### config.mk
export PLATFORM = sky130hd
export DESIGN_NAME = button_click_press_detector
export DESIGN_NICKNAME = d
export VERILOG_FILES = /design/src/hw/rtl/bcpd_pkg.sv /design/src/hw/rtl/button_click_press_detector.sv
export SDC_FILE = /design/constraint.sdc
export NUM_CORES = 1
export LEC_CHECK = 0
export BUFFER_PORTS_ARGS = -buffer_cell sky130_fd_sc_hd__buf_4
export CORE_AREA = 3 3 85 148
export DETAILED_ROUTE_END_ITERATION = 8
export DIE_AREA = 0 0 88 151
export GPL_ROUTABILITY_DRIVEN = 0
export PLACE_DENSITY = 0.67
export SETUP_SLACK_MARGIN = 0.4
export SKIP_LAST_GASP = 1
export SYNTH_ARGS = -nofsm -noshare
export SYNTH_HDL_FRONTEND = slang
export SYNTH_SLANG_ARGS = --single-unit
### constraint.sdc
create_clock -name clk -period 11.5 [get_ports clk]
set_input_delay 1.725 -clock clk [delete_from_list [all_inputs] [get_ports clk]]
set_output_delay 1.725 -clock clk [all_outputs]
set_load 0.005 [all_outputs]
### src/hw/rtl/bcpd_pkg.sv
// Shared types and constants for the button click and press detector.
package bcpd_pkg;

    typedef enum logic [2:0] {
        EV_NONE   = 3'd0,
        EV_DOWN   = 3'd1,
        EV_UP     = 3'd2,
        EV_LONG   = 3'd3,
        EV_XLONG  = 3'd4,
        EV_SINGLE = 3'd5,
        EV_DOUBLE = 3'd6,
        EV_TRIPLE = 3'd7
    } event_t;

    localparam int unsigned CFG_INDEX_WIDTH = 3;

    localparam logic [CFG_INDEX_WIDTH-1:0] CFG_ACTIVE_LEVEL  = 3'd0;
    localparam logic [CFG_INDEX_WIDTH-1:0] CFG_AUTO_REPEAT   = 3'd1;
    localparam logic [CFG_INDEX_WIDTH-1:0] CFG_DEBOUNCE      = 3'd2;
    localparam logic [CFG_INDEX_WIDTH-1:0] CFG_CLICK_WINDOW  = 3'd3;
    localparam logic [CFG_INDEX_WIDTH-1:0] CFG_HOLD_THRESH   = 3'd4;
    localparam logic [CFG_INDEX_WIDTH-1:0] CFG_LONG_TICKS    = 3'd5;
    localparam logic [CFG_INDEX_WIDTH-1:0] CFG_XLONG_TICKS   = 3'd6;

    localparam int unsigned TALLY_WIDTH = 3;
    localparam logic [TALLY_WIDTH-1:0] TALLY_MAX = 3'd4;

endpackage

### src/hw/rtl/button_click_press_detector.sv
// Button debounce, multi-click and long-press detector top level.
//
// Usage:
//   Input channel (in_valid/in_ready/pin_sample) takes one raw pin sample per
//   request; each request is one tick of the debounce and hold counters.
//   Output channel (out_valid/out_ready/event_code/fresh_press/is_pressed)
//   returns exactly one result per input request, in order.
//   Config channel (cfg_valid/cfg_ready/cfg_index/cfg_data) writes one
//   register per request; cfg_ready is always high. Write only while idle.
// Pipeline: an accepted request waits in the input register, then its
//   result is captured in the result register.
// Throughput: one request per cycle when not stalled; the tick update
//   is one compare-and-count pass between input and result registers.
// Reset: all counters, the debounced state and the click tally clear, and
//   the registers take their default values.
// Stall: when out_ready is low the result register holds; the input
//   register still fills, and in_ready drops only once both are full.
module button_click_press_detector #(
    parameter int unsigned COUNT_WIDTH = 8
) (
    input  logic                                 clk,
    input  logic                                 rst_n,
    input  logic                                 in_valid,
    output logic                                 in_ready,
    input  logic                                 pin_sample,
    output logic                                 out_valid,
    input  logic                                 out_ready,
    output logic [2:0]                           event_code,
    output logic                                 fresh_press,
    output logic                                 is_pressed,
    input  logic                                 cfg_valid,
    output logic                                 cfg_ready,
    input  logic [bcpd_pkg::CFG_INDEX_WIDTH-1:0] cfg_index,
    input  logic [COUNT_WIDTH-1:0]               cfg_data
);

    localparam int unsigned TICK_WIDTH = COUNT_WIDTH + 1;

    logic                   active_level_reg;
    logic                   auto_repeat_reg;
    logic [COUNT_WIDTH-1:0] debounce_count_reg;
    logic [COUNT_WIDTH-1:0] click_window_reg;
    logic [COUNT_WIDTH-1:0] hold_thresh_reg;
    logic [COUNT_WIDTH-1:0] long_ticks_reg;
    logic [COUNT_WIDTH-1:0] xlong_ticks_reg;

    logic                   in_valid_reg;
    logic                   pin_reg;

    logic                   stable_active_reg, stable_active_next;
    logic [COUNT_WIDTH-1:0] debounce_cnt_reg, debounce_cnt_next;
    logic [TICK_WIDTH-1:0]  hold_ticks_reg, hold_ticks_next;
    logic                   pressed_reg, pressed_next;
    logic [bcpd_pkg::TALLY_WIDTH-1:0] tally_reg, tally_next;

    logic                   out_valid_reg;
    bcpd_pkg::event_t       event_reg, event_next;
    logic                   fresh_reg, fresh_next;
    logic                   is_pressed_reg;

    logic                   result_free;
    logic                   advance;
    logic                   sample_active;
    logic [COUNT_WIDTH-1:0] debounce_inc;
    logic [TICK_WIDTH-1:0]  hold_inc;

    assign cfg_ready   = 1'b1;
    assign result_free = !out_valid_reg || out_ready;
    assign advance     = in_valid_reg && result_free;
    assign in_ready    = !in_valid_reg || result_free;

    assign out_valid   = out_valid_reg;
    assign event_code  = event_reg;
    assign fresh_press = fresh_reg;
    assign is_pressed  = is_pressed_reg;

    always_ff @(posedge clk or negedge rst_n)
    begin
        if (!rst_n)
        begin
            active_level_reg   <= 1'b0;
            auto_repeat_reg    <= 1'b0;
            debounce_count_reg <= COUNT_WIDTH'(3);
            click_window_reg   <= COUNT_WIDTH'(30);
            hold_thresh_reg    <= COUNT_WIDTH'(50);
            long_ticks_reg     <= COUNT_WIDTH'(100);
            xlong_ticks_reg    <= COUNT_WIDTH'(200);
        end
        else if (cfg_valid)
        begin
            case (cfg_index)
                bcpd_pkg::CFG_ACTIVE_LEVEL: active_level_reg   <= cfg_data[0];
                bcpd_pkg::CFG_AUTO_REPEAT:  auto_repeat_reg    <= cfg_data[0];
                bcpd_pkg::CFG_DEBOUNCE:     debounce_count_reg <= cfg_data;
                bcpd_pkg::CFG_CLICK_WINDOW: click_window_reg   <= cfg_data;
                bcpd_pkg::CFG_HOLD_THRESH:  hold_thresh_reg    <= cfg_data;
                bcpd_pkg::CFG_LONG_TICKS:   long_ticks_reg     <= cfg_data;
                bcpd_pkg::CFG_XLONG_TICKS:  xlong_ticks_reg    <= cfg_data;
                default:                    ;
            endcase
        end
    end

    // Input register: hold the sample until the result side can take it.
    always_ff @(posedge clk or negedge rst_n)
    begin
        if (!rst_n)
        begin
            in_valid_reg <= 1'b0;
        end
        else if (in_ready)
        begin
            in_valid_reg <= in_valid;
        end
    end

    always_ff @(posedge clk)
    begin
        if (in_ready && in_valid)
        begin
            pin_reg <= pin_sample;
        end
    end

    always_comb
    begin
        sample_active      = (pin_reg == active_level_reg);
        debounce_inc       = debounce_cnt_reg + COUNT_WIDTH'(1);
        stable_active_next = stable_active_reg;
        debounce_cnt_next  = COUNT_WIDTH'(0);
        hold_ticks_next    = hold_ticks_reg;
        pressed_next       = pressed_reg;
        tally_next         = tally_reg;
        event_next         = bcpd_pkg::EV_NONE;
        fresh_next         = 1'b0;

        // Debounce
        if (sample_active != stable_active_reg)
        begin
            debounce_cnt_next = debounce_inc;
            if (debounce_inc >= debounce_count_reg)
            begin
                stable_active_next = sample_active;
                debounce_cnt_next  = COUNT_WIDTH'(0);
            end
        end

        // Advance the tick counter until it passes the extra-long limit
        hold_inc = hold_ticks_reg + TICK_WIDTH'(1);
        if (hold_ticks_reg <= {1'b0, xlong_ticks_reg})
        begin
            hold_ticks_next = hold_inc;
        end

        if (pressed_reg)
        begin
            if (!stable_active_next)
            begin
                event_next   = bcpd_pkg::EV_UP;
                pressed_next = 1'b0;
                if (hold_ticks_next < {1'b0, click_window_reg} &&
                    tally_reg < bcpd_pkg::TALLY_MAX)
                begin
                    tally_next = tally_reg + bcpd_pkg::TALLY_WIDTH'(1);
                end
            end
            else if (hold_ticks_next >= {1'b0, hold_thresh_reg})
            begin
                if (auto_repeat_reg)
                begin
                    event_next      = bcpd_pkg::EV_DOWN;
                    hold_ticks_next = TICK_WIDTH'(0);
                end
                else if (hold_ticks_next == {1'b0, long_ticks_reg})
                begin
                    event_next = bcpd_pkg::EV_LONG;
                end
                else if (hold_ticks_next == {1'b0, xlong_ticks_reg})
                begin
                    event_next = bcpd_pkg::EV_XLONG;
                end
                tally_next = '0;
            end
        end
        else
        begin
            if (stable_active_next)
            begin
                hold_ticks_next = TICK_WIDTH'(0);
                event_next      = bcpd_pkg::EV_DOWN;
                fresh_next      = 1'b1;
                pressed_next    = 1'b1;
            end
            else if (hold_ticks_next > {1'b0, click_window_reg} && tally_reg != '0)
            begin
                case (tally_reg)
                    bcpd_pkg::TALLY_WIDTH'(1): event_next = bcpd_pkg::EV_SINGLE;
                    bcpd_pkg::TALLY_WIDTH'(2): event_next = bcpd_pkg::EV_DOUBLE;
                    bcpd_pkg::TALLY_WIDTH'(3): event_next = bcpd_pkg::EV_TRIPLE;
                    default:                   event_next = bcpd_pkg::EV_NONE;
                endcase
                tally_next = '0;
            end
        end
    end

    always_ff @(posedge clk or negedge rst_n)
    begin
        if (!rst_n)
        begin
            stable_active_reg <= 1'b0;
            debounce_cnt_reg  <= '0;
            hold_ticks_reg    <= '0;
            pressed_reg       <= 1'b0;
            tally_reg         <= '0;
            out_valid_reg     <= 1'b0;
        end
        else
        begin
            if (advance)
            begin
                stable_active_reg <= stable_active_next;
                debounce_cnt_reg  <= debounce_cnt_next;
                hold_ticks_reg    <= hold_ticks_next;
                pressed_reg       <= pressed_next;
                tally_reg         <= tally_next;
            end
            if (result_free)
            begin
                out_valid_reg <= in_valid_reg;
            end
        end
    end

    always_ff @(posedge clk)
    begin
        if (advance)
        begin
            event_reg      <= event_next;
            fresh_reg      <= fresh_next;
            is_pressed_reg <= pressed_next;
        end
    end

    assert property (@(posedge clk) disable iff (!rst_n)
        tally_reg <= bcpd_pkg::TALLY_MAX)
        else $error("click tally above saturation");

    assert property (@(posedge clk) disable iff (!rst_n)
        advance |=> out_valid_reg)
        else $error("advanced request produced no result");

    assert property (@(posedge clk) disable iff (!rst_n)
        (out_valid_reg && fresh_reg) |-> (event_reg == bcpd_pkg::EV_DOWN && is_pressed_reg))
        else $error("fresh press without pressed down event");

    assert property (@(posedge clk) disable iff (!rst_n)
        (out_valid_reg && event_reg == bcpd_pkg::EV_UP) |-> !is_pressed_reg)
        else $error("up event while still pressed");

    assert property (@(posedge clk) disable iff (!rst_n)
        (out_valid_reg && !out_ready) |=> (out_valid_reg && $stable(event_reg)))
        else $error("stalled result changed");

endmodule
* Yosys cells after proc, flatten, opt, wreduce, memory -nomap -nowiden
Index checks and enable logic that the tools add are counted.
** Word-level totals
- Register bits :: 72
- Bits of input ports :: 17
- Output and inout bits :: 8
- Word-level logic and storage cells :: 88
** Operators by class
- $add $sub $neg :: 3
- Magnitude comparators :: 6
- Equality and inequality tests :: 16
- Multiplexer cells :: 26
- Reduce and logical (&&, ||, !) cells :: 19
** Operators by type and width (number)
- $mux W9 :: 6
- $mux W3 :: 14
- $eq A9 B8 Y1 :: 2
- $mux W8 :: 2
- $reduce_and A2 Y1 :: 7
- $eq A3 B2 Y1 const B :: 4
- $add A9 B1 Y9 const B :: 1
- $eq A3 B3 Y1 const B :: 3
- $ge A9 B8 Y1 :: 1
- $gt A9 B8 Y1 :: 1
- $le A9 B8 Y1 :: 1
- $lt A9 B8 Y1 :: 1
- $pmux W3 S3 :: 1
- $add A8 B1 Y8 const B :: 1
- $ge A8 B8 Y1 :: 1
- $eq A3 B1 Y1 const B :: 2
- $reduce_and A5 Y1 :: 1
- $logic_and A1 B1 Y1 :: 4
- $ne A2 B1 Y1 const B :: 2
- $add A3 B1 Y3 const B :: 1
- $logic_not A3 Y1 :: 1
- $lt A3 B3 Y1 const B :: 1
- $mux W1 :: 3
- $ne A3 B2 Y1 const B :: 1
- 6 further kinds :: 8

* Longest topological paths before layout
Gate-level depths: netlist of the first run.
- Depth in word-level cells :: 9
- Mapped depth :: 19
- Depth with buffers taken out :: 16

* Least setup slack after synthesis of the first run
OpenSTA, ideal clock, no wires.
- Path type :: reg-to-reg
- Start :: reg xlong_ticks_reg[7]
- End :: reg tally_reg[0] in the netlist's numbering
- Library setup time :: 0.125 ns
- Arrival :: 4.011 ns
- Data required time :: 11.375 ns
- Path slack :: 7.364 ns
- Stages on the path, launching flop included :: 18
- Buffers on the path :: 1
- Clock period less this slack :: 4.136 ns
- Path through :: dfstp_2 > inv_1 > ha_1 > and4b_1 > a2111o_1 > o211a_1 > clkbuf_8 > nor3_4 > xnor2_1 > inv_1 > ha_1 > a2111o_1 > o22ai_1 > a21oi_1 > nor3_1 > nor2_1 > nor4b_4 > mux2_2
** On the way
- Cells in the longest elaborated chain, start to end :: 6
- Elaborated cells on any way between the ends :: 11
- Those cells by class :: order compare: 4; eq/ne: 2; mux: 1; reduce/logical: 4
** Ends and longest elaborated chain
- from (decl) :: line button_click_press_detector.sv:45 : logic [COUNT_WIDTH-1:0] xlong_ticks_reg;
- from (signal assigned) :: line button_click_press_detector.sv:98 : bcpd_pkg::CFG_XLONG_TICKS: xlong_ticks_reg <= cfg_data;
- $le A9 B8 Y1 (*) :: line button_click_press_detector.sv:150 : if (hold_ticks_reg <= {1'b0, xlong_ticks_reg})
- $mux W9 (*) :: line button_click_press_detector.sv:150
- $lt A9 B8 Y1 / $gt A9 B8 Y1 (equally long branches) :: line button_click_press_detector.sv:161, button_click_press_detector.sv:194
- $logic_and A1 B1 Y1 (on tied branches) :: line button_click_press_detector.sv:161, button_click_press_detector.sv:194
- $ne A3 B2 Y1 (no line) / $reduce_bool A2 Y1 (equally long branches)
- $reduce_and A5 Y1 (no line) (*)
- to (signal assigned) :: line button_click_press_detector.sv:226 : tally_reg <= tally_next;
- to (decl) :: line button_click_press_detector.sv:54 : logic [bcpd_pkg::TALLY_WIDTH-1:0] tally_reg, tally_next;
Mark *: on every way between the ends. The rest lies on a longest branch, timed or not.
A chain may end at the register's enable or synchronous reset.

* Worst setup path in the final report of the first run
- Start :: reg xlong_ticks_reg[7]
- End :: reg hold_ticks_reg[4]
** On the way
- Cells in the longest elaborated chain, start to end :: 6
- Elaborated cells on any way between the ends :: 8
- Those cells by class :: order compare: 2; mux: 6
** Ends and longest elaborated chain
- $le A9 B8 Y1 (*) :: line button_click_press_detector.sv:150
- $mux W9 (*) :: line button_click_press_detector.sv:150
- $ge A9 B8 Y1 / $mux W9 (equally long branches) :: line button_click_press_detector.sv:167, button_click_press_detector.sv:169
- $mux W9 :: line button_click_press_detector.sv:167 : else if (hold_ticks_next >= {1'b0, hold_thresh_reg})
- $mux W9 :: line button_click_press_detector.sv:157 : if (!stable_active_next)
- $mux W9 (*) :: line button_click_press_detector.sv:155 : if (pressed_reg)
- to (signal assigned) :: line button_click_press_detector.sv:224 : hold_ticks_reg <= hold_ticks_next;
- to (decl) :: line button_click_press_detector.sv:52 : logic [TICK_WIDTH-1:0] hold_ticks_reg, hold_ticks_next;
Marked as above.

==> results of run 1 <==
## layout make-up
class,instances,area (um2)
Fill cell,1057,6400
Multi-Input combinational cell,334,2480
Sequential cell,71,1830
Clock buffer,12,236
Timing Repair Buffer,25,188
Inverter,46,173
Tap cell,135,169
Clock inverter,4,47.5
## cells by family (layout without fill, tap and decap cells)
kind of cell,count (synthesis),in the layout,synth area share
DFF,71,71,0.400
muxes,34,34,0.0829
and+or+nand+nor,141,141,0.162
adders and majority gates,38,38,0.104
xor gates and xnor gates,28,28,0.0568
buffers and inverters,63,87,0.0568
other,1,1,0.000822
AOI/OAI and AO/OA,92,92,0.136
## how the worst max path moves through the flow
stage                                          to  slack (ns)                      startpoint
finish              hold_ticks_reg[4]$_DFFE_PN0P_        6.65  xlong_ticks_reg[7]$_DFFE_PN1P_
global route        hold_ticks_reg[6]$_DFFE_PN0P_        6.33  xlong_ticks_reg[7]$_DFFE_PN1P_
CTS                 hold_ticks_reg[6]$_DFFE_PN0P_        6.65  xlong_ticks_reg[7]$_DFFE_PN1P_
detailed placement  hold_ticks_reg[6]$_DFFE_PN0P_        6.68  xlong_ticks_reg[7]$_DFFE_PN1P_
global placement    hold_ticks_reg[4]$_DFFE_PN0P_        6.70  xlong_ticks_reg[7]$_DFFE_PN1P_
floorplan                tally_reg[0]$_DFFE_PN0P_        7.36  xlong_ticks_reg[7]$_DFFE_PN1P_
## report_power, final
group / leakage [nW] / internal (mW) / switching, mW
logic: 1.39 / 0.170 / 0.226
registers: 0.849 / 0.312 / 0.0597
clock network: 0.137 / 0.167 / 0.101
## metal layers
metal | vias to the layer above | wire, um | GRT usage
met5 | - | 0 | 0
met4 | 0 | 689 | 0.123
met3 | 49 | 273 | 0.0332
met2 | 85 | 6200 | 0.331
met1 | 1676 | 3930 | 0.173
li1 | 1682 | - | -
## worst max-delay path, stage by stage, from the launching register on
cell	delay, ns
dfstp_2	0.55
inv_1	0.05
ha_1	0.31
and4b_1	0.25
a2111o_1	0.48
o211ai_4	0.20
mux2i_1	0.48
inv_1	0.15
ha_1	0.32
nand2b_1	0.08
a21oi_1	0.06
o31ai_1	0.20
a21oi_1	0.10
or4_4	0.57
a211oi_2	0.61
o21ai_1	0.14
a31oi_1	0.21
## placed cells by master, fill, tap and decap left out, drive strengths merged, types with 3 or more instances in the layout
master	Yosys	final
dfstp	15	15
nor2b	4	4
nor2	20	20
a21o	4	4
mux2	30	30
inv	46	46
clkbuf	13	12
nand2b	12	12
xor2	8	8
buf	4	25
a21oi	16	16
ha	38	38
o2111ai	3	3
nand4	9	9
a31oi	4	4
o211ai	5	5
mux2i	4	4
o21a	4	4
and3	5	5
o31ai	3	3
nand4b	3	3
dfrtp	50	50
o21ai	34	34
nor3	5	5
a211oi	4	4
nand2	54	54
nor3b	4	4
xnor2	19	19
edfxtp	6	6
nand3	12	12
## through the flow
| step | std cells | area [um2] | total power [mW] |
|---|---|---|---|
| 2_1_floorplan | 468 | 4560 | 0.647 |
| 3_3_place_gp | 611 | 4830 | 0.753 |
| 3_5_place_dp | 611 | 4830 | 0.767 |
| 4_1_cts | 627 | 5110 | 1.04 |
| 5_1_grt | 627 | 5110 | 1.10 |
| 6_report | 627 | 5110 | 1.04 |
==> summary.md, run 1 <==
| Metric | Value |
|---|---|
| Worst hold start | debounce_cnt_reg[7]$_DFFE_PN0P_ |
| Post-Route WL | 11100 um |
| Final setup violation count | 0 |
| Top_reg_cell synth | dfrtp_1 |
| CTS sink count | 71 |
| Slew Limit Fails | 0 |
| Commonest cells in the netlist | 53 x nand2_1, 50 x dfrtp_1, 46 x inv_1, 38 x ha_1, 31 x o21ai_0 |
| Reg2reg end | hold_ticks_reg[4]$_DFFE_PN0P_ |
| WP data required | 11.75 ns |
| Hold WC Path Type | reg -> reg |
| CTS tree | done |
| Count of flip-flops with a built-in enable after synthesis | 6 |
| Top-count cell post-synth | nand2_1 |
| # H-tree levels | 3 |
| FP Rows | 52 |
| Post-synthesis cell type count | 64 |
| Ys async rst share | 0.915 |
| Bufs on Longest Clock Path | 2 |
| # nets final | 542 |
| Clk slew on worst S/H paths | 0.06 ns |
| Largest net degree at the start of global routing | 66 |
| GRT Residual Overflow | 0 |
| Type of origin of the critical path | flop |
| Detailed-router iteration count before antenna repair | 4 |
| FF-to-FF Start | xlong_ticks_reg[7]$_DFFE_PN1P_ |
| Layout area overhead | 12.2% |
| Tightest Pin Transition | 0.817 ns |
| Max Cap Violations | 0 |
| Total GRT Usage | 0.179 |
| Port buffer count | 23 |
| Core area | 11500 um2 |
| Post-place setup slack | 6.68 ns |
| Dpl hpwl | 8760 um |
| Maximum VDD drop | 158 uV |
| Synth Warn # | 0 |
| Status | completed |
| Post-route ant nets | 0 |
| N_diodes | 0 |
| Max reg flops | 9 |
| Drt initial violations | 254 |
| RSZ-0062 raised after global routing | no |
| Via density | 5.57 |
| Ports | 25 |
| Crit path time final | 4.85 ns |
| Post-layout worst setup margin | 6.65 ns |
| CTS Buf Count | 9 |
| Fmax | 0.206 GHz |
| Mapped Cells | 468 |
| Setup TNS | 0 ns |
| DRC viols | 0 |
| Die area | 13300 um2 |
| WHS Endpoint | debounce_cnt_reg[7]$_DFFE_PN0P_ |
| Vias in the first global route | 3635 |
| Slew Limit Headroom | 0.455 |
| R2R depth | 16 |
| Antenna violations before repair | 0 |
| Register area share after synthesis | 0.400 |
| Final core utilization | 0.444 |
| Area contributors post-synth | dfrtp_1 27%, ha_1 10%, dfstp_2 8.6% |
| Tcrit/Tclk final | 0.422 |
| Detailed-route via count | 3492 |
| Global-route wire length before repair | 18000 um |
| Syn_nets | 523 |
| Clk Latency, worst-skew pair | 0.34 ns |
| Die H | 151 um |
| Power Dens Cells | 202 nW/um2 |
| Post-DR wirelength/cell | 17.7 um |
| Root buffer cell | clkbuf_16 |
| CP Class | reg -> reg |
| Crit path max fanout | 11 |
| Share of layout cells above drive strength 1 | 0.197 |
| Setup Skew | 0.00717 ns |
| Number of setup buffers added after CTS | 0 |
| Mapped Area | 4560 um2 |
| Resized Gates After CTS | 0 |
| Top cell type's share of synthesized area | 0.274 |
| Final hold slack | 0.499 ns |
| WHS Path Cells | 2 |
| Arrival time worst endpoint | 5.10 ns |
| CP endpoint kind | flop |
| Hold Vio Cnt, Final | 0 |
| Die W | 88 um |
| Initial Utilization | 0.396 |
| Leak pwr | 2.37 nW |
| Synth area leader | dfrtp_1 |
| Cts hold-fix bufs | 0 |
| Synthesized area per cell | 9.74 um2 |
| Post-synthesis register bit count | 71 |
| R2R setup slack | 6.65 ns |
Note: power is estimated with default switching activity, not from simulation.
==> inputs of run 2 (changes only) <==
--- a/config.mk
+++ b/config.mk
@@ -5,10 +5,11 @@
 export SDC_FILE = /design/constraint.sdc
 export NUM_CORES = 1
 export LEC_CHECK = 0
+export ABC_AREA = 1
 export BUFFER_PORTS_ARGS = -buffer_cell sky130_fd_sc_hd__buf_4
-export CORE_AREA = 3 3 85 148
+export CORE_AREA = 3 3 84 145
 export DETAILED_ROUTE_END_ITERATION = 8
-export DIE_AREA = 0 0 88 151
+export DIE_AREA = 0 0 87 148
 export GPL_ROUTABILITY_DRIVEN = 0
 export PLACE_DENSITY = 0.67
 export SETUP_SLACK_MARGIN = 0.4
==> constraint.sdc (replaced) <==
create_clock -name clk -period 4.8 [get_ports clk]
set_input_delay 0.72 -clock clk [delete_from_list [all_inputs] [get_ports clk]]
set_output_delay 0.72 -clock clk [all_outputs]
set_load 0.005 [all_outputs]
==> run 2 against run 1 <==
  * Routed wire length grew 1.7%
  * Design area decreased by 1.9%
  * Sequential share of layout area is 0.68 points higher
  * Via count rose by 8.1%
  * Clock skew is 0.0031 ns higher
  * Synthesized cell count up 20%
  * Hold slack worse by 0.025 ns
  * Core utilization increased by 0.54 points
==> summary.md, run 2 <==
| Metric | Value |
|---|---|
| Die H | 148 um (-2.0%) |
| Max Cap Violations | 0 (unchanged) |
| Die area | 12900 um2 (-3.1%) |
| Ports | 25 (unchanged) |
| CP startpoint | debounce_cnt_reg[2]$_DFFE_PN0P_ |
| Post-synthesis register bit count | 71 (unchanged) |
| Worst setup endpoint | hold_ticks_reg[0]$_DFFE_PN0P_ |
| Total GRT Usage | 0.187 (+0.00804) |
| Crit path time final | 3.67 ns (-1.18 ns) |
| Crit path max fanout | 9 (-2) |
| Final instance area | 5020 um2 (-1.9%) |
| Top-count cell post-synth | nand2_1 |
| Arrival time worst endpoint | 3.93 ns (-1.17 ns) |
| Global-route wire length before repair | 18500 um (+3.1%) |
| Final setup violation count | 0 (unchanged) |
| Hold WC Path Type | in -> async |
| WP data required | 5.05 ns (-6.70 ns) |
| CTS tree | done |
| Top cell type's share of synthesized area | 0.284 (+0.00918) |
| Slew Limit Headroom | 0.446 (-0.00906) |
| Reg2reg end | hold_ticks_reg[0]$_DFFE_PN0P_ |
| GRT Residual Overflow | 0 (unchanged) |
| Max incr delay on CP | 0.42 ns (-0.19 ns) |
| Root buffer cell | clkbuf_16 |
| Most common library cell in the layout ignoring fill and taps | nand2_1 |
| R2R depth | 16 (unchanged) |
| N_diodes | 0 (unchanged) |
| FP Rows | 51 (-1.9%) |
| Fmax | 0.272 GHz (+32%) |
| Detailed-router iteration count before antenna repair | 4 (unchanged) |
| R2R setup slack | 1.13 ns (-5.52 ns) |
| Dpl cell area | 4730 um2 (-2.1%) |
| Number of setup buffers added after CTS | 0 (unchanged) |
| CP Class | reg -> reg |
| Syn_nets | 616 (+18%) |
| RSZ-0062 raised after global routing | no |
| Setup TNS | 0 ns (unchanged) |
| Initial Utilization | 0.395 (-0.000841) |
| Area contributors post-synth | dfrtp_1 28%, nand2_1 11%, ha_1 11% |
| Via density | 5.20 (-6.6%) |
| Synth area leader | dfrtp_1 |
| Commonest cells after routing, fill and taps aside | 135 x nand2_1, 97 x inv_1, 59 x o21ai_0 |
| Critical-path top delay cell | o21ai_1 |
| Post-Route WL | 11300 um (+1.7%) |
| Bufs on Longest Clock Path | 2 (unchanged) |
| Type of origin of the critical path | flop |
| Detailed-route via count | 3776 (+8.1%) |
| Die W | 87 um (-1.1%) |
| DRC viols | 0 (unchanged) |
| Final core utilization | 0.450 (+0.00537) |
| Register area share after synthesis | 0.414 (+0.0134) |
| Tightest Pin Transition | 0.831 ns (+0.0136 ns) |
| CTS sink count | 71 (unchanged) |
| Top_reg_cell synth | dfrtp_1 |
| Pwr Total | 3.37 mW (+230%) |
| Post-DR wirelength/cell | 15.5 um (-12%) |
| CP endpoint kind | flop |
| Power Dens Cells | 672 nW/um2 (+230%) |
| Vias in the first global route | 3814 (+4.9%) |
| FF+latch area | 1830 um2 (unchanged) |
| Antenna violations before repair | 0 (unchanged) |
| Setup Skew | 0.0103 ns (+0.00311 ns) |
| # nets final | 644 (+19%) |
| Dpl hpwl | 8710 um (-0.52%) |
| Drt initial violations | 246 (-3.1%) |
| Mapped Area | 4410 um2 (-3.2%) |
| Count of flip-flops with a built-in enable after synthesis | 6 (unchanged) |
| Critical Path, Cell by Cell | inv_1 -> nor3_1 -> nand3_1 -> nor3_1 -> xor2_1 -> inv_1 -> ha_1 -> nand2_1 -> nor2_1 -> a211oi_2 -> nand3_1 -> o21ai_1 -> inv_1 -> nand4_2 -> nand3_1 -> o21ai_0 |
| Clk slew on worst S/H paths | 0.06 ns (about the same) |
| CTS Buf Count | 9 (unchanged) |
| Cts hold-fix bufs | 0 (unchanged) |
| Area of the multi-input gates | 2190 um2 (-12%) |
| Tcrit/Tclk final | 0.765 (+0.344) |
| Core area | 11200 um2 (-3.0%) |
| Leak pwr | 2.58 nW (+9.0%) |
| Post-synthesis cell type count | 42 (-34%) |
| Maximum VDD drop | 357 uV (+130%) |
| Synthesized area per cell | 7.87 um2 (-19%) |
| FF-to-FF Start | debounce_cnt_reg[2]$_DFFE_PN0P_ |
| Share of layout cells above drive strength 1 | 0.114 (-0.0827) |
| Layout area overhead | 13.8% |
| Resized Gates After CTS | 0 (unchanged) |
| Max reg flops | 9 (unchanged) |
| Synth Warn # | 0 (unchanged) |
| Hold Vio Cnt, Final | 0 (unchanged) |
| Largest net degree at the start of global routing | 66 (unchanged) |
| Post-route ant nets | 0 (unchanged) |
| Commonest cells in the netlist | 135 x nand2_1, 97 x inv_1, 59 x o21ai_0, 50 x dfrtp_1, 44 x nand3_1 |
| Port buffer count | 23 (unchanged) |
| Mapped Cells | 561 (+20%) |
| Fillers | 1075 (+1.7%) |
| Slew Limit Fails | 0 (unchanged) |
| Clk Latency, worst-skew pair | 0.34 ns (about the same) |
| # H-tree levels | 3 (unchanged) |
| Ys async rst share | 0.915 (unchanged) |
| Status | completed |
## run 2: cells by family after synthesis
family	synth area share
other	0.000850
AOI/OAI and AO/OA	0.113
DFF	0.414
buffers and inverters	0.0910
adders and majority gates	0.108
and+or+nand+nor	0.240
xor gates and xnor gates	0.0337
## run 2: critical path, delay by kind of cell, from the launching register on
family          cells  cell delay [ns]
compound gates      3             0.69
xor+xnor            1             0.21
fa+ha+maj           1             0.30
buf+inv             3             0.32
flops               1             0.38
simple gates        8             1.68
## run 2: stage by stage
stage	hold slack, ns	setup WS, ns	instances
5_1_grt	0.497	0.777	726
3_3_place_gp	0.468	1.28	710
4_1_cts	0.487	1.13	726
6_report	0.475	1.13	726
2_1_floorplan	0.424	1.55	561
3_5_place_dp	0.473	1.15	710
## run 2: power breakdown
part	internal [mW]	leakage, nW	switching, mW
Sequential	0.765	0.855	0.120
Clock	0.407	0.143	0.244
Combinational	0.649	1.59	1.19
Total	1.82	2.58	1.55
## run 2: worst min-delay path by stage
stage	startpoint	to	slack (ns)
after global placement	xlong_ticks_reg[4]$_DFFE_PN0P_	xlong_ticks_reg[4]$_DFFE_PN0P_	0.47
after detailed placement	debounce_count_reg[2]$_DFFE_PN0P_	debounce_count_reg[2]$_DFFE_PN0P_	0.47
after CTS	debounce_count_reg[2]$_DFFE_PN0P_	debounce_count_reg[2]$_DFFE_PN0P_	0.49
final	rst_n	debounce_count_reg[3]$_DFFE_PN0P_	0.47
after floorplan	rst_n	active_level_reg$_DFFE_PN0P_	0.42
after global routing	xlong_ticks_reg[5]$_DFFE_PN0P_	xlong_ticks_reg[5]$_DFFE_PN0P_	0.50
## run 2: routing by layer
| metal | wire (um) | vias up | share of wire | global-route usage |
|---|---|---|---|---|
| li1 | - | 1867 | - | - |
| met4 | 901 | 0 | 0.080 | 0.140 |
| met5 | 0 | - | 0 | 0 |
| met2 | 5900 | 105 | 0.52 | 0.329 |
| met3 | 397 | 47 | 0.035 | 0.0368 |
| met1 | 4080 | 1757 | 0.36 | 0.188 |
## run 2: layout make-up
cell class | instances | share of cell area
timing repair buffer | 24 | 0.0359
clock buffer | 16 | 0.0581
multi-input combinational | 384 | 0.435
inverter | 99 | 0.0740
tap | 132 | 0.0329
sequential | 71 | 0.364
==> inputs of run 3 (changes only) <==
--- a/config.mk
+++ b/config.mk
@@ -11,7 +11,7 @@
 export DETAILED_ROUTE_END_ITERATION = 8
 export DIE_AREA = 0 0 87 148
 export GPL_ROUTABILITY_DRIVEN = 0
-export PLACE_DENSITY = 0.67
+export PLACE_DENSITY = 0.69
 export SETUP_SLACK_MARGIN = 0.4
 export SKIP_LAST_GASP = 1
 export SYNTH_ARGS = -nofsm -noshare
==> constraint.sdc (replaced) <==
create_clock -name clk -period 3.1 [get_ports clk]
set_input_delay 0.465 -clock clk [delete_from_list [all_inputs] [get_ports clk]]
set_output_delay 0.465 -clock clk [all_outputs]
set_load 0.005 [all_outputs]
==> run 3 against run 2 <==
  * The flow now finishes with violations (setup timing)
  * Clock power grew 55%
  * Sequential share of layout area shrank 6.4 points
  * Sequential power grew 53%
  * Non-clock buffer count grew 70
  * First-iteration DRC count shrank 2.0%
  * Hold slack lost 0.26 ns
  * Final cell count grew 9.6%
  * Core utilization grew 9.5 points
  * Largest cell class unchanged
  * Highest routed layer unchanged
==> summary.md, run 3 (synthesized netlist as in run 2, its figures left out) <==
| Metric | Value |
|---|---|
| Power Dens Cells | 1260 nW/um2 (+87%) |
| M3 GR Usage | 0.0290 (-0.00781) |
| Met2 Usage GRT | 0.361 (+0.0316) |
| CP Class | reg -> reg |
| Die H | 148 um (unchanged) |
| Largest net degree at the start of global routing | 66 (unchanged) |
| Drt initial violations | 241 (-2.0%) |
| Tightest Pin Transition | 0.850 ns (+0.0194 ns) |
| Slew Limit Headroom | 0.433 (-0.0129) |
| Core area | 11200 um2 (unchanged) |
| Max reg flops | 9 (unchanged) |
| Violated checks | setup timing |
| Final hold slack | 0.212 ns (-0.263 ns) |
| Hold Vio Cnt, Final | 0 (unchanged) |
| Most common library cell in the layout ignoring fill and taps | nand2_1 |
| Type of origin of the critical path | flop |
| Fmax | 0.291 GHz (+6.8%) |
| N_diodes | 0 (unchanged) |
| Setup Skew | 0.00938 ns (-0.000899 ns) |
| GRT Residual Overflow | 0 (unchanged) |
| Slew Limit Fails | 0 (unchanged) |
| # nets final | 714 (+11%) |
| Met1 usage | 0.203 (+0.0145) |
| Hold WC Path Type | in -> async |
| WP data required | 3.19 ns (-1.86 ns) |
| Crit path max fanout | 7 (-2) |
| Most used routing layer | met2 |
| RSZ-0062 raised after global routing | yes |
| Dpl hpwl | 8930 um (+2.5%) |
| Ports | 25 (unchanged) |
| CTS tree | done |
| Tcrit/Tclk final | 1.11 (+0.344) |
| Port buffer count | 23 (unchanged) |
| DRC viols | 0 (unchanged) |
| Commonest cells after routing, fill and taps aside | 110 x nand2_1, 86 x buf_4, 82 x inv_1 |
| Total GRT Usage | 0.201 (+0.0135) |
| R2R depth | 26 (+10) |
| Max Cap Violations | 0 (unchanged) |
| Pwr Total | 7.66 mW (+130%) |
| FF-to-FF Start | xlong_ticks_reg[3]$_DFFE_PN1P_ |
| Global-route wire length before repair | 19900 um (+7.3%) |
| CTS sink count | 71 (unchanged) |
| Root buffer cell | clkbuf_16 |
| CP endpoint kind | flop |
| Arrival time worst endpoint | 3.53 ns (-0.40 ns) |
| Cts hold-fix bufs | 0 (unchanged) |
| Post-DR wirelength/cell | 15.7 um (+1.2%) |
| Share of layout cells above drive strength 1 | 0.333 (+0.218) |
| FP Rows | 51 (unchanged) |
| Detailed-route via count | 4131 (+9.4%) |
| Post-route ant nets | 0 (unchanged) |
| Status | finished, violations left |
| Die area | 12900 um2 (unchanged) |
| Detailed-router iteration count before antenna repair | 5 (+1) |
| Final core utilization | 0.545 (+0.0951) |
| Final setup violation count | 14 (+14) |
| Layout area overhead | 37.8% |
| Post-layout worst setup margin | -0.338 ns (-1.46 ns) |
| Via density | 5.19 (-0.22%) |
| Post-place setup slack | -0.360 ns (-1.51 ns) |
| Vias in the first global route | 4382 (+15%) |
| Bufs on Longest Clock Path | 2 (unchanged) |
| Clk slew on worst S/H paths | 0.06 ns (about the same) |
| Clk Latency, worst-skew pair | 0.34 ns (about the same) |
| Maximum VDD drop | 571 uV (+60%) |
| Antenna violations before repair | 0 (unchanged) |
| CP startpoint | xlong_ticks_reg[3]$_DFFE_PN1P_ |
| Post-Route WL | 12500 um (+11%) |
| # H-tree levels | 3 (unchanged) |
| Setup TNS | -3.27 ns (-3.27 ns) |
| Leak pwr | 3.03 nW (+17%) |
| Initial Utilization | 0.395 (unchanged) |
| Die W | 87 um (unchanged) |
| Crit path time final | 3.44 ns (-0.235 ns) |
| CTS Buf Count | 9 (unchanged) |
-- run 3: cell types whose count changed in the layout (fill, tap and decap cells not counted), moves of 11 or more --
cell / before / now
nand3_2: 1 / 14
nand3_1: 44 / 29
nand2_2: 1 / 14
inv_1: 97 / 82
buf_4: 24 / 86
ha_1: 38 / 24
nand2_4: 1 / 12
nand2_1: 135 / 110
inv_2: 1 / 13
ha_4: 0 / 14
-- run 3: power breakdown --
group	internal [mW]	switching [mW]	total, mW
Sequential	1.18	0.166	1.35
Combinational	2.42	2.87	5.30
Clock	0.624	0.386	1.01
-- run 3: area by class of cell --
type	instances	area, um2
fillers	936	5080
multi-input cells	384	2690
flip-flops and latches	71	1830
repair buffers	94	736
inverters	99	379
clock buffers	13	240
well taps	132	165
clock inverters	3	43.8
-- run 3: worst max-delay path, stage by stage (launching register included) --
cell      delay [ns]
dfstp_2         0.53
inv_2           0.05
ha_4            0.21
nand2_4         0.07
inv_2           0.03
nand2_2         0.06
nand2_2         0.05
nand2_2         0.08
nand3_4         0.17
nand2_8         0.17
nand2_4         0.07
nand2_4         0.08
inv_4           0.05
ha_4            0.28
nand2_4         0.06
nor2_4          0.11
inv_2           0.05
buf_4           0.12
buf_4           0.13
nor3_2          0.13
nand2_1         0.11
nand3_2         0.12
nand2_2         0.07
buf_4           0.14
buf_6           0.10
o211ai_1        0.08
nand2_1         0.08
-- run 3: path summary, 6_finish.rpt --
check | to | slack, ns
setup reg to reg | event_code[1]$_DFFE_PP_ | -0.34
setup / recovery | event_code[1]$_DFFE_PP_ | -0.34
hold reg to reg | hold_thresh_reg[3]$_DFFE_PN0P_ | 0.48
max in group asynchronous | debounce_count_reg[4]$_DFFE_PN0P_ | 2.31
min in group clk | pin_reg$_DFFE_PP_ | 0.30
hold / removal | tally_reg[1]$_DFFE_PN0P_ | 0.21
-- run 3: routing by layer --
layer / up-vias / wire, um
li1: 2013 / -
met1: 1974 / 4480
met2: 94 / 6840
met3: 50 / 371
met4: 0 / 824
met5: - / 0
-- run 3: what timing repair did --
item | CTS | global route
buffers inserted | 10 | 10
pin swaps | 36 | 27
gates resized for setup | 63 | 31
cloned | 0 | 0
endpoints found under the setup margin | 25 | 25
endpoints found under the hold margin | 0 | 0
-- run 3: metrics by stage --
step	std cells	area [um2]
6_report	796	6080
4_1_cts	786	5880
5_1_grt	796	6080
3_5_place_dp	760	5250
3_3_place_gp	760	5250
2_1_floorplan	561	4560
